File: src/rtl/fmfp_pkg.sv
// Shared types, constants and helpers for the meter frame parser.
// No dependencies; imported by every module of the block.
`default_nettype none

package fmfp_pkg;

	localparam int FRAME_BYTES = 32;
	localparam int ADDR_W      = $clog2(FRAME_BYTES);
	localparam int VOL_W       = 51;
	localparam int FLOW_W      = 29;
	localparam int TEMP_W      = 21;

	localparam logic [7:0] START_A     = 8'h3C;
	localparam logic [7:0] START_B     = 8'h32;
	localparam logic [7:0] STOP_BYTE   = 8'h16;
	localparam logic [7:0] FLAG_VOL    = 8'h0B;
	localparam logic [7:0] FLAG_FLOW   = 8'h0C;
	localparam logic [7:0] FLAG_TEMP   = 8'h0D;
	localparam logic [7:0] UNIT_M3     = 8'h1A;
	localparam logic [7:0] SIGN_NEG    = 8'h80;
	localparam logic [7:0] TEMP_BLANK  = 8'h70;

	localparam int BIT_EMPTY = 5;
	localparam int BIT_CHIP  = 5;
	localparam int BIT_DIR   = 3;
	localparam int BIT_RANGE = 2;

	// byte positions in a frame
	localparam logic [ADDR_W-1:0] POS_START_B = ADDR_W'(1);
	localparam logic [ADDR_W-1:0] POS_UNIT    = ADDR_W'(8);
	localparam logic [ADDR_W-1:0] POS_VOL_LO  = ADDR_W'(9);
	localparam logic [ADDR_W-1:0] POS_VOL_HI  = ADDR_W'(14);
	localparam logic [ADDR_W-1:0] POS_FLAG_V  = ADDR_W'(15);
	localparam logic [ADDR_W-1:0] POS_FLOW_LO = ADDR_W'(16);
	localparam logic [ADDR_W-1:0] POS_FLOW_HI = ADDR_W'(19);
	localparam logic [ADDR_W-1:0] POS_SIGN    = ADDR_W'(20);
	localparam logic [ADDR_W-1:0] POS_FLAG_F  = ADDR_W'(21);
	localparam logic [ADDR_W-1:0] POS_FLAG_T  = ADDR_W'(24);
	localparam logic [ADDR_W-1:0] POS_TEMP_LO = ADDR_W'(25);
	localparam logic [ADDR_W-1:0] POS_TEMP_MD = ADDR_W'(26);
	localparam logic [ADDR_W-1:0] POS_TEMP_HI = ADDR_W'(27);
	localparam logic [ADDR_W-1:0] POS_STAT1   = ADDR_W'(28);
	localparam logic [ADDR_W-1:0] POS_STAT2   = ADDR_W'(29);
	localparam logic [ADDR_W-1:0] POS_CSUM    = ADDR_W'(30);
	localparam logic [ADDR_W-1:0] POS_LAST    = ADDR_W'(FRAME_BYTES - 1);

	typedef enum logic [1:0] {
		ST_IDLE,
		ST_SCAN,
		ST_CHECK,
		ST_SHIFT
	} fmfp_state_t;

	typedef struct packed {
		logic wr_byte;
		logic fill_clear;
		logic fill_inc;
		logic fill_resync;
		logic scan_start;
		logic shift_start;
		logic load_out;
	} fmfp_cmd_t;

	typedef struct packed {
		logic byte_drop;
		logic frame_full;
		logic scan_done;
		logic shift_done;
		logic frame_ok;
		logic found;
		logic out_busy;
	} fmfp_sts_t;

	// high nibble * 10 + low nibble, non-BCD nibbles at face value
	function automatic logic [7:0] bcd_val(input logic [7:0] b);
		return {1'b0, b[7:4], 3'b000} + {3'b000, b[7:4], 1'b0} + {4'h0, b[3:0]};
	endfunction

endpackage

`default_nettype wire

File: src/rtl/flow_meter_frame_parser_top.sv
// Meter frame parser: one byte per request in, one decoded frame per request out.
// A byte that does not complete a frame is written into the buffer while idle. The closing byte
// starts a sweep of the 32-byte buffer followed by a check state; a failed frame with a
// later start pair then copies the bytes from that pair onward to the buffer start.
// Reset (arst_n low) clears control state; the frame buffer is not cleared.
`default_nettype none

module flow_meter_frame_parser_top (
	input  wire logic                          clk,
	input  wire logic                          arst_n,
	input  wire logic                          in_valid,
	output logic                               in_ready,
	input  wire logic [7:0]                    rx_byte,
	output logic                               out_valid,
	input  wire logic                          out_ready,
	output logic [fmfp_pkg::VOL_W-1:0]         total_volume,
	output logic signed [fmfp_pkg::FLOW_W-1:0] flow_rate,
	output logic                               flow_valid,
	output logic [fmfp_pkg::TEMP_W-1:0]        temperature,
	output logic                               temperature_valid,
	output logic                               tube_dry,
	output logic                               chip_error,
	output logic                               direction_wrong,
	output logic                               rate_out_of_range
);
	import fmfp_pkg::*;

	fmfp_cmd_t cmd;
	fmfp_sts_t sts;

	fmfp_ctrl u_ctrl (
		.clk      (clk),
		.arst_n   (arst_n),
		.in_valid (in_valid),
		.in_ready (in_ready),
		.sts      (sts),
		.cmd      (cmd)
	);

	fmfp_dp u_dp (
		.clk               (clk),
		.arst_n            (arst_n),
		.rx_byte           (rx_byte),
		.cmd               (cmd),
		.sts               (sts),
		.out_ready         (out_ready),
		.out_valid         (out_valid),
		.total_volume      (total_volume),
		.flow_rate         (flow_rate),
		.flow_valid        (flow_valid),
		.temperature       (temperature),
		.temperature_valid (temperature_valid),
		.tube_dry          (tube_dry),
		.chip_error        (chip_error),
		.direction_wrong   (direction_wrong),
		.rate_out_of_range (rate_out_of_range)
	);

endmodule

`default_nettype wire

File: src/rtl/fmfp_ctrl.sv
// Controller state machine for the meter frame parser.
// Depends on fmfp_pkg; drives commands into fmfp_dp and reads its status.
`default_nettype none

module fmfp_ctrl (
	input  wire logic               clk,
	input  wire logic               arst_n,
	input  wire logic               in_valid,
	output logic                    in_ready,
	input  fmfp_pkg::fmfp_sts_t     sts,
	output fmfp_pkg::fmfp_cmd_t     cmd
);
	import fmfp_pkg::*;

	fmfp_state_t state_q, state_nxt;
	logic        accept;

	assign in_ready = (state_q == ST_IDLE);
	assign accept   = in_valid && in_ready;

	always_ff @(posedge clk or negedge arst_n) begin
		if (!arst_n) begin
			state_q <= ST_IDLE;
		end else begin
			state_q <= state_nxt;
		end
	end

	always_comb begin
		state_nxt = state_q;
		case (state_q)
			ST_IDLE: begin
				if (accept && !sts.byte_drop && sts.frame_full) begin
					state_nxt = ST_SCAN;
				end
			end
			ST_SCAN: begin
				if (sts.scan_done) begin
					state_nxt = ST_CHECK;
				end
			end
			ST_CHECK: begin
				if (sts.frame_ok) begin
					if (!sts.out_busy) begin
						state_nxt = ST_IDLE;
					end
				end else if (sts.found) begin
					state_nxt = ST_SHIFT;
				end else begin
					state_nxt = ST_IDLE;
				end
			end
			ST_SHIFT: begin
				if (sts.shift_done) begin
					state_nxt = ST_IDLE;
				end
			end
			default: state_nxt = ST_IDLE;
		endcase
	end

	always_comb begin
		cmd = '0;
		case (state_q)
			ST_IDLE: begin
				cmd.wr_byte = accept;
				if (accept) begin
					if (sts.byte_drop) begin
						cmd.fill_clear = 1'b1;
					end else if (sts.frame_full) begin
						cmd.scan_start = 1'b1;
					end else begin
						cmd.fill_inc = 1'b1;
					end
				end
			end
			ST_SCAN: begin
			end
			ST_CHECK: begin
				if (sts.frame_ok) begin
					if (!sts.out_busy) begin
						cmd.load_out   = 1'b1;
						cmd.fill_clear = 1'b1;
					end
				end else if (sts.found) begin
					cmd.shift_start = 1'b1;
				end else begin
					cmd.fill_clear = 1'b1;
				end
			end
			ST_SHIFT: begin
				cmd.fill_resync = sts.shift_done;
			end
			default: cmd = '0;
		endcase
	end

endmodule

`default_nettype wire

File: src/rtl/fmfp_dp.sv
// Datapath of the meter frame parser: frame buffer, sweep counter, checks,
// BCD accumulators and result register. Depends on fmfp_pkg; run by fmfp_ctrl.
`default_nettype none

module fmfp_dp (
	input  wire logic                          clk,
	input  wire logic                          arst_n,
	input  wire logic [7:0]                    rx_byte,
	input  fmfp_pkg::fmfp_cmd_t                cmd,
	output fmfp_pkg::fmfp_sts_t                sts,
	input  wire logic                          out_ready,
	output logic                               out_valid,
	output logic [fmfp_pkg::VOL_W-1:0]         total_volume,
	output logic signed [fmfp_pkg::FLOW_W-1:0] flow_rate,
	output logic                               flow_valid,
	output logic [fmfp_pkg::TEMP_W-1:0]        temperature,
	output logic                               temperature_valid,
	output logic                               tube_dry,
	output logic                               chip_error,
	output logic                               direction_wrong,
	output logic                               rate_out_of_range
);
	import fmfp_pkg::*;

	logic [7:0]        mem_q [FRAME_BYTES];
	logic [ADDR_W-1:0] fill_q;

	logic              run_q, dir_dn_q;
	logic [ADDR_W-1:0] cnt_q;
	logic              rd_vld_s1;
	logic [ADDR_W-1:0] rd_addr_s1;
	logic [7:0]        rd_data_s1;

	logic              wr_en;
	logic [ADDR_W-1:0] wr_addr;
	logic [7:0]        wr_data;

	logic [VOL_W-1:0]  vol_acc_q;
	logic [FLOW_W-1:0] flow_acc_q;
	logic [TEMP_W-1:0] temp_acc_q;
	logic [7:0]        sum_q, csum_q, prev_q;
	logic              flags_ok_q, blank_q, found_q;
	logic [ADDR_W-1:0] pos_q;
	logic              m3_q, neg_q, empty_q, chip_q, dir_q, range_q;

	logic              scan_vld, shift_vld;
	logic [7:0]        d;
	logic [ADDR_W-1:0] a;
	logic [7:0]        dv;

	logic              out_valid_q;
	logic [VOL_W-1:0]  vol_x1000;
	logic [FLOW_W-1:0] flow_signed;

	assign d         = rd_data_s1;
	assign a         = rd_addr_s1;
	assign dv        = bcd_val(d);
	assign scan_vld  = rd_vld_s1 && dir_dn_q;
	assign shift_vld = rd_vld_s1 && !dir_dn_q;

	// input write, or the shifted byte during resync
	always_comb begin
		wr_en   = cmd.wr_byte || shift_vld;
		wr_addr = fill_q;
		wr_data = rx_byte;
		if (shift_vld) begin
			wr_addr = a - pos_q;
			wr_data = d;
		end
	end

	always_ff @(posedge clk) begin
		if (wr_en) begin
			mem_q[wr_addr] <= wr_data;
		end
		if (run_q) begin
			rd_data_s1 <= mem_q[cnt_q];
		end
	end

	always_ff @(posedge clk or negedge arst_n) begin
		if (!arst_n) begin
			fill_q      <= '0;
			run_q       <= 1'b0;
			dir_dn_q    <= 1'b1;
			cnt_q       <= '0;
			rd_vld_s1   <= 1'b0;
			rd_addr_s1  <= '0;
			out_valid_q <= 1'b0;
		end else begin
			if (cmd.fill_clear) begin
				fill_q <= '0;
			end else if (cmd.fill_inc) begin
				fill_q <= fill_q + ADDR_W'(1);
			end else if (cmd.fill_resync) begin
				fill_q <= '0 - pos_q;
			end

			if (cmd.scan_start) begin
				run_q    <= 1'b1;
				dir_dn_q <= 1'b1;
				cnt_q    <= POS_LAST;
			end else if (cmd.shift_start) begin
				run_q    <= 1'b1;
				dir_dn_q <= 1'b0;
				cnt_q    <= pos_q;
			end else if (run_q) begin
				if (dir_dn_q ? (cnt_q == '0) : (cnt_q == POS_LAST)) begin
					run_q <= 1'b0;
				end else if (dir_dn_q) begin
					cnt_q <= cnt_q - ADDR_W'(1);
				end else begin
					cnt_q <= cnt_q + ADDR_W'(1);
				end
			end
			rd_vld_s1  <= run_q;
			rd_addr_s1 <= cnt_q;

			if (cmd.load_out) begin
				out_valid_q <= 1'b1;
			end else if (out_ready) begin
				out_valid_q <= 1'b0;
			end
		end
	end

	// sweep runs from the last byte down, so each value is built most
	// significant pair first and the last start pair seen is the earliest
	always_ff @(posedge clk) begin
		if (cmd.scan_start) begin
			vol_acc_q  <= '0;
			flow_acc_q <= '0;
			temp_acc_q <= '0;
			sum_q      <= '0;
			flags_ok_q <= 1'b1;
			blank_q    <= 1'b1;
			found_q    <= 1'b0;
		end else if (scan_vld) begin
			prev_q <= d;
			if (a < POS_CSUM) begin
				sum_q <= sum_q + d;
			end
			if (a >= ADDR_W'(2) && a < POS_LAST && d == START_A && prev_q == START_B) begin
				found_q <= 1'b1;
				pos_q   <= a;
			end
			if (a inside {[POS_VOL_LO:POS_VOL_HI]}) begin
				vol_acc_q <= (vol_acc_q << 6) + (vol_acc_q << 5) + (vol_acc_q << 2)
					+ VOL_W'(dv);
			end
			if (a inside {[POS_FLOW_LO:POS_FLOW_HI]}) begin
				flow_acc_q <= (flow_acc_q << 6) + (flow_acc_q << 5) + (flow_acc_q << 2)
					+ FLOW_W'(dv);
			end
			if (a inside {[POS_TEMP_LO:POS_TEMP_HI]}) begin
				temp_acc_q <= (temp_acc_q << 6) + (temp_acc_q << 5) + (temp_acc_q << 2)
					+ TEMP_W'(dv);
			end
			case (a)
				'0:          flags_ok_q <= flags_ok_q && (d == START_A);
				POS_START_B: flags_ok_q <= flags_ok_q && (d == START_B);
				POS_UNIT:    m3_q <= (d == UNIT_M3);
				POS_FLAG_V:  flags_ok_q <= flags_ok_q && (d == FLAG_VOL);
				POS_SIGN:    neg_q <= (d == SIGN_NEG);
				POS_FLAG_F:  flags_ok_q <= flags_ok_q && (d == FLAG_FLOW);
				POS_FLAG_T:  flags_ok_q <= flags_ok_q && (d == FLAG_TEMP);
				POS_TEMP_LO: blank_q <= blank_q && (d == 8'h00);
				POS_TEMP_MD: blank_q <= blank_q && (d == 8'h00 || d == TEMP_BLANK);
				POS_TEMP_HI: blank_q <= blank_q && (d == 8'h00);
				POS_STAT1:   empty_q <= d[BIT_EMPTY];
				POS_STAT2: begin
					chip_q  <= d[BIT_CHIP];
					dir_q   <= d[BIT_DIR];
					range_q <= d[BIT_RANGE];
				end
				POS_CSUM:    csum_q <= d;
				POS_LAST:    flags_ok_q <= flags_ok_q && (d == STOP_BYTE);
				default:     ;
			endcase
		end
	end

	// x1000 = x1024 - x16 - x8
	assign vol_x1000   = (vol_acc_q << 10) - (vol_acc_q << 4) - (vol_acc_q << 3);
	assign flow_signed = neg_q ? ('0 - flow_acc_q) : flow_acc_q;

	always_ff @(posedge clk) begin
		if (cmd.load_out) begin
			total_volume      <= m3_q ? vol_x1000 : vol_acc_q;
			flow_rate         <= empty_q ? '0 : $signed(flow_signed);
			flow_valid        <= !empty_q;
			temperature       <= (empty_q || blank_q) ? '0 : temp_acc_q;
			temperature_valid <= !(empty_q || blank_q);
			tube_dry          <= empty_q;
			chip_error        <= chip_q;
			direction_wrong   <= dir_q;
			rate_out_of_range <= range_q;
		end
	end

	assign out_valid = out_valid_q;

	always_comb begin
		sts            = '0;
		sts.byte_drop  = (fill_q == '0 && rx_byte != START_A)
			|| (fill_q == POS_START_B && rx_byte != START_B);
		sts.frame_full = (fill_q == POS_LAST);
		sts.scan_done  = scan_vld && (a == '0);
		sts.shift_done = shift_vld && (a == POS_LAST);
		sts.frame_ok   = flags_ok_q && (sum_q == csum_q);
		sts.found      = found_q;
		sts.out_busy   = out_valid_q && !out_ready;
	end

endmodule

`default_nettype wire

File: config.mk
export PLATFORM = sky130hd
export DESIGN_NAME = flow_meter_frame_parser_top
export DESIGN_NICKNAME = d
export VERILOG_FILES = /design/src/rtl/fmfp_pkg.sv /design/src/rtl/flow_meter_frame_parser_top.sv /design/src/rtl/fmfp_ctrl.sv /design/src/rtl/fmfp_dp.sv
export SDC_FILE = /design/constraint.sdc
export NUM_CORES = 1
export LEC_CHECK = 0
export BUFFER_PORTS_ARGS = -buffer_cell sky130_fd_sc_hd__buf_2
export CAP_MARGIN = 15
export CORE_MARGIN = 2
export CORE_UTILIZATION = 57
export CTS_CLUSTER_DIAMETER = 100
export DETAILED_ROUTE_END_ITERATION = 10
export PLACE_DENSITY = 0.88
export SETUP_SLACK_MARGIN = 0.02
export SYNTH_ARGS = -nofsm -noshare
export SYNTH_HDL_FRONTEND = slang
export SYNTH_SLANG_ARGS = --single-unit
File: constraint.sdc
create_clock -name clk -period 5 [get_ports clk]
set_input_delay 0.25 -clock clk [delete_from_list [all_inputs] [get_ports clk]]
set_output_delay 0.25 -clock clk [all_outputs]
set_load 0.02 [all_outputs]
==> flow_summary.toml <==
[clock_network]
clk_path_buf_depth = 3
path_clk_slew_ps = 60
cts_tree = "built"
clock_sinks = 531
h-tree-depth = 2
cts-root-buf = "clkbuf_16"
numCtsBuffers = 57
clkLatencyLatePin_ps = 660

[logic_synthesis]
synth-edff-count = 398
synth.largest_area_cell = "edfxtp_1"
ys_types = 85
ys_seq_elements = 531
synthFlopType = "edfxtp_1"
syn_avg_cell_area_um2 = 11.40
yosys.area_share.adder = 0.1878
synth.mux.area_fraction = 0.06564
ys_seq_area_frac = 0.4418
yosys.area_share.simple = 0.1050
ys_warn_count = 0
synth_top_family_by_area = "adder cells"
syn-cell-area_um2 = 33320
synth_xor_area_frac = 0.04731
ys_async_sr_fraction = 0.03955
synth_top_area_frac = 0.3587
synth-compound-area-share = 0.1215
synth_common_cells = "edfxtp_1 (398), nand2_1 (309), ha_1 (281)"
ys_top_cells_by_area = "edfxtp_1 (36%), ha_1 (11%), fa_1 (8.2%), dfxtp_1 (6.7%), mux4_2 (5.4%)"
syn_nets = 3353
synthCells = 2923
synth.most_common_cell = "edfxtp_1"

[drt]
routed_wl_mm = 84.81
drtPass1Iterations = 9
num_vias = 24570
post-route-drc-count = 1
ant_nets = 0
wire_per_inst_um = 21.68
vias_per_cell = 6.280
drtIter0Drc = 2546

[placed_design]
gp_congestion = 0.9281
numPlacedInstances = 3764
port_buffers = 120
place_ws_ps = -487.9
hpwl_mm = 55.59

[timing]
finClkSkew_ps = 40.85
post-route-min-period_ps = 5322
max_slew_margin = 0.1490
hold_violations = 0
setup_tns_ps = -7228
grt_setup_unrepaired = "yes"
post-route-period-util = 1.064
setup_ws_ps = -321.7
slew_violations = 0
setup_viol = 45
fmax_mhz = 187.9
tightest_slew_ps = 1276

[setup_path]
crit_required_ps = 5540
crit_arrival_ps = 5860
cp-end-kind = "register"
path_class = "register to register"
cp_max_fo = 4
cp-start-kind = "register"

[outcome]
status = "finished with violations"
violations = "design-rule violations, negative setup slack"

[power_and_ir_drop]
power_frac_comb = 0.006
clockPowerShare = 0.481
p_int_uw = 7288
ir_drop_uv = 318.1
power.leakage_uw = 0.01539
power.switching_uw = 1888
pwr-share-seq = 0.513
p_sw_frac = 0.2057
total_power_uw = 9176
power.density_nw_per_um2 = 239.6

[layout]
fin_cells = 3912
final_core_util = 0.6637
finalNetCount = 3529
nFillCells = 3884
area.growth.synth_to_final_pct = 14.92
drive_gt1_frac = 0.1862
num_antenna_cells = 0

[floorplanning]
core_area_um2 = 57700
fp.dieH_um = 245.8
die_w_um = 245.8
io_pins = 121
dieArea_um2 = 60410
rows = 88
initial_core_util = 0.5775

[global_route]
grt_pass1_wl_mm = 131.3
grt_pass1_vias = 23900
grt_max_degree = 95
antenna_found_initial = 0
grt_use_total = 0.2745
grt_overflow = 0

[worst_hold_path]
hold_path_class = "input pin to register"

[job]
drv_cap = 0
cell families (layout without fill, tap and decap cells):
family | count (synthesis) | after routing
fa+ha+maj | 418 | 418
mux | 116 | 116
xor+xnor | 180 | 180
buf+inv | 267 | 491
flops | 531 | 531
compound gates | 642 | 642
simple gates | 769 | 769
path summary, 6_finish.rpt:
kind,slack [ps],end,from,depth (start not counted)
worst max-delay path,-320,u_dp.vol_acc_q[38],u_dp.d[4],23
worst min-delay path,80,u_dp.out_valid,out_ready,3
worst max register to register,-320,u_dp.vol_acc_q[38],u_dp.d[4],23
worst min register to register,450,u_dp.flags_ok_q,u_dp.flags_ok_q,2
max in group asynchronous,4490,u_dp.cnt_q[0],arst_n,2
min in group asynchronous,130,u_dp.a[1],arst_n,2
area by class of cell:
class                           instances  area [um^2]  share of cell area
Clock buffer                           74         1520             0.03970
Clock inverter                         33        421.7             0.01101
Tap cell                              765        957.2             0.02500
Timing Repair Buffer                  232         1585             0.04140
Inverter                              152        570.5             0.01490
Sequential cell                       531        14730              0.3845
Multi-Input combinational cell       2125        18510              0.4835
placed cells by master, fill, tap and decap left out, types with 74 or more instances in the layout:
| cell | n |
|---|---|
| edfxtp_1 | 398 |
| fa_1 | 133 |
| xnor2_1 | 118 |
| dfxtp_1 | 112 |
| inv_1 | 138 |
| nand2_1 | 309 |
| buf_2 | 121 |
| a21o_1 | 74 |
| ha_1 | 272 |
| a21oi_1 | 200 |
| o21ai_0 | 110 |
| mux4_2 | 80 |
| nor2_1 | 186 |
| buf_4 | 83 |
metal layers:
layer  vias up  global-route usage  routed length, um
met5         -                   0                  0
met4         0             0.09857               3575
met3       276             0.03525               6365
met2      1229              0.4546              41080
met1     12070              0.3728              33780
li1      11000                   -                  -
worst max-delay path, stage by stage, from the launching register on:
cell and delay [ps]:
edfxtp_1 400, inv_2 90, fa_1 440, buf_4 160
fa_2 340, nor2b_1 110, o21ai_1 80, nand2b_1 110
xnor2_2 150, inv_2 70, fa_1 500, inv_2 40
fa_1 550, ha_4 230, a21o_1 180, a41oi_2 210
buf_4 170, a311oi_4 90, o21ai_2 230, a211oi_2 120
nor2_1 170, a31oi_1 120, or4b_1 500, a31oi_1 140
through the flow:
| stage | cell area [um^2] | hold slack [ps] |
|---|---|---|
| after floorplan | 33390 | -45.59 |
| after global placement | 35060 | 225.9 |
| after detailed placement | 35060 | 231.4 |
| after CTS | 37780 | 67.90 |
| after global routing | 38290 | 82.70 |
| final | 38290 | 80.47 |
repair_timing:
item / CTS / global route
hold endpoints to repair: 21 / 0
setup endpoints to repair: 50 / 62
pin swaps: 125 / 87
resized for setup: 105 / 86
buffers inserted: 30 / 22
hold buffers: 1 / 0
power groups by stage:
stage | sequential [uW] | combinational (uW) | clock (uW)
final | 4710 | 53.3 | 4410
after global routing | 4710 | 56.5 | 4600
after CTS | 4710 | 52.1 | 4430
after detailed placement | 4810 | 50.5 | 0
after global placement | 4810 | 46.3 | 0
after floorplan | 4800 | 19.3 | 0
registers in the layout, summed over array words and instances (netlist names), 2 cells and up:
register and cells:
u_dp.mem_q 256, u_dp.total_volume 51, u_dp.vol_acc_q 51, u_dp.flow_acc_q 29, u_dp.flow_rate 29, u_dp.temp_acc_q 21, u_dp.temperature 21, u_dp.csum_q 8
u_dp.d 8, u_dp.prev_q 8, u_dp.sum_q 8, u_dp.a 5, u_dp.cnt_q 5, u_dp.fill_q 5, u_dp.pos_q 5, u_ctrl.state_q 2
(Power assumes the default switching activity.)
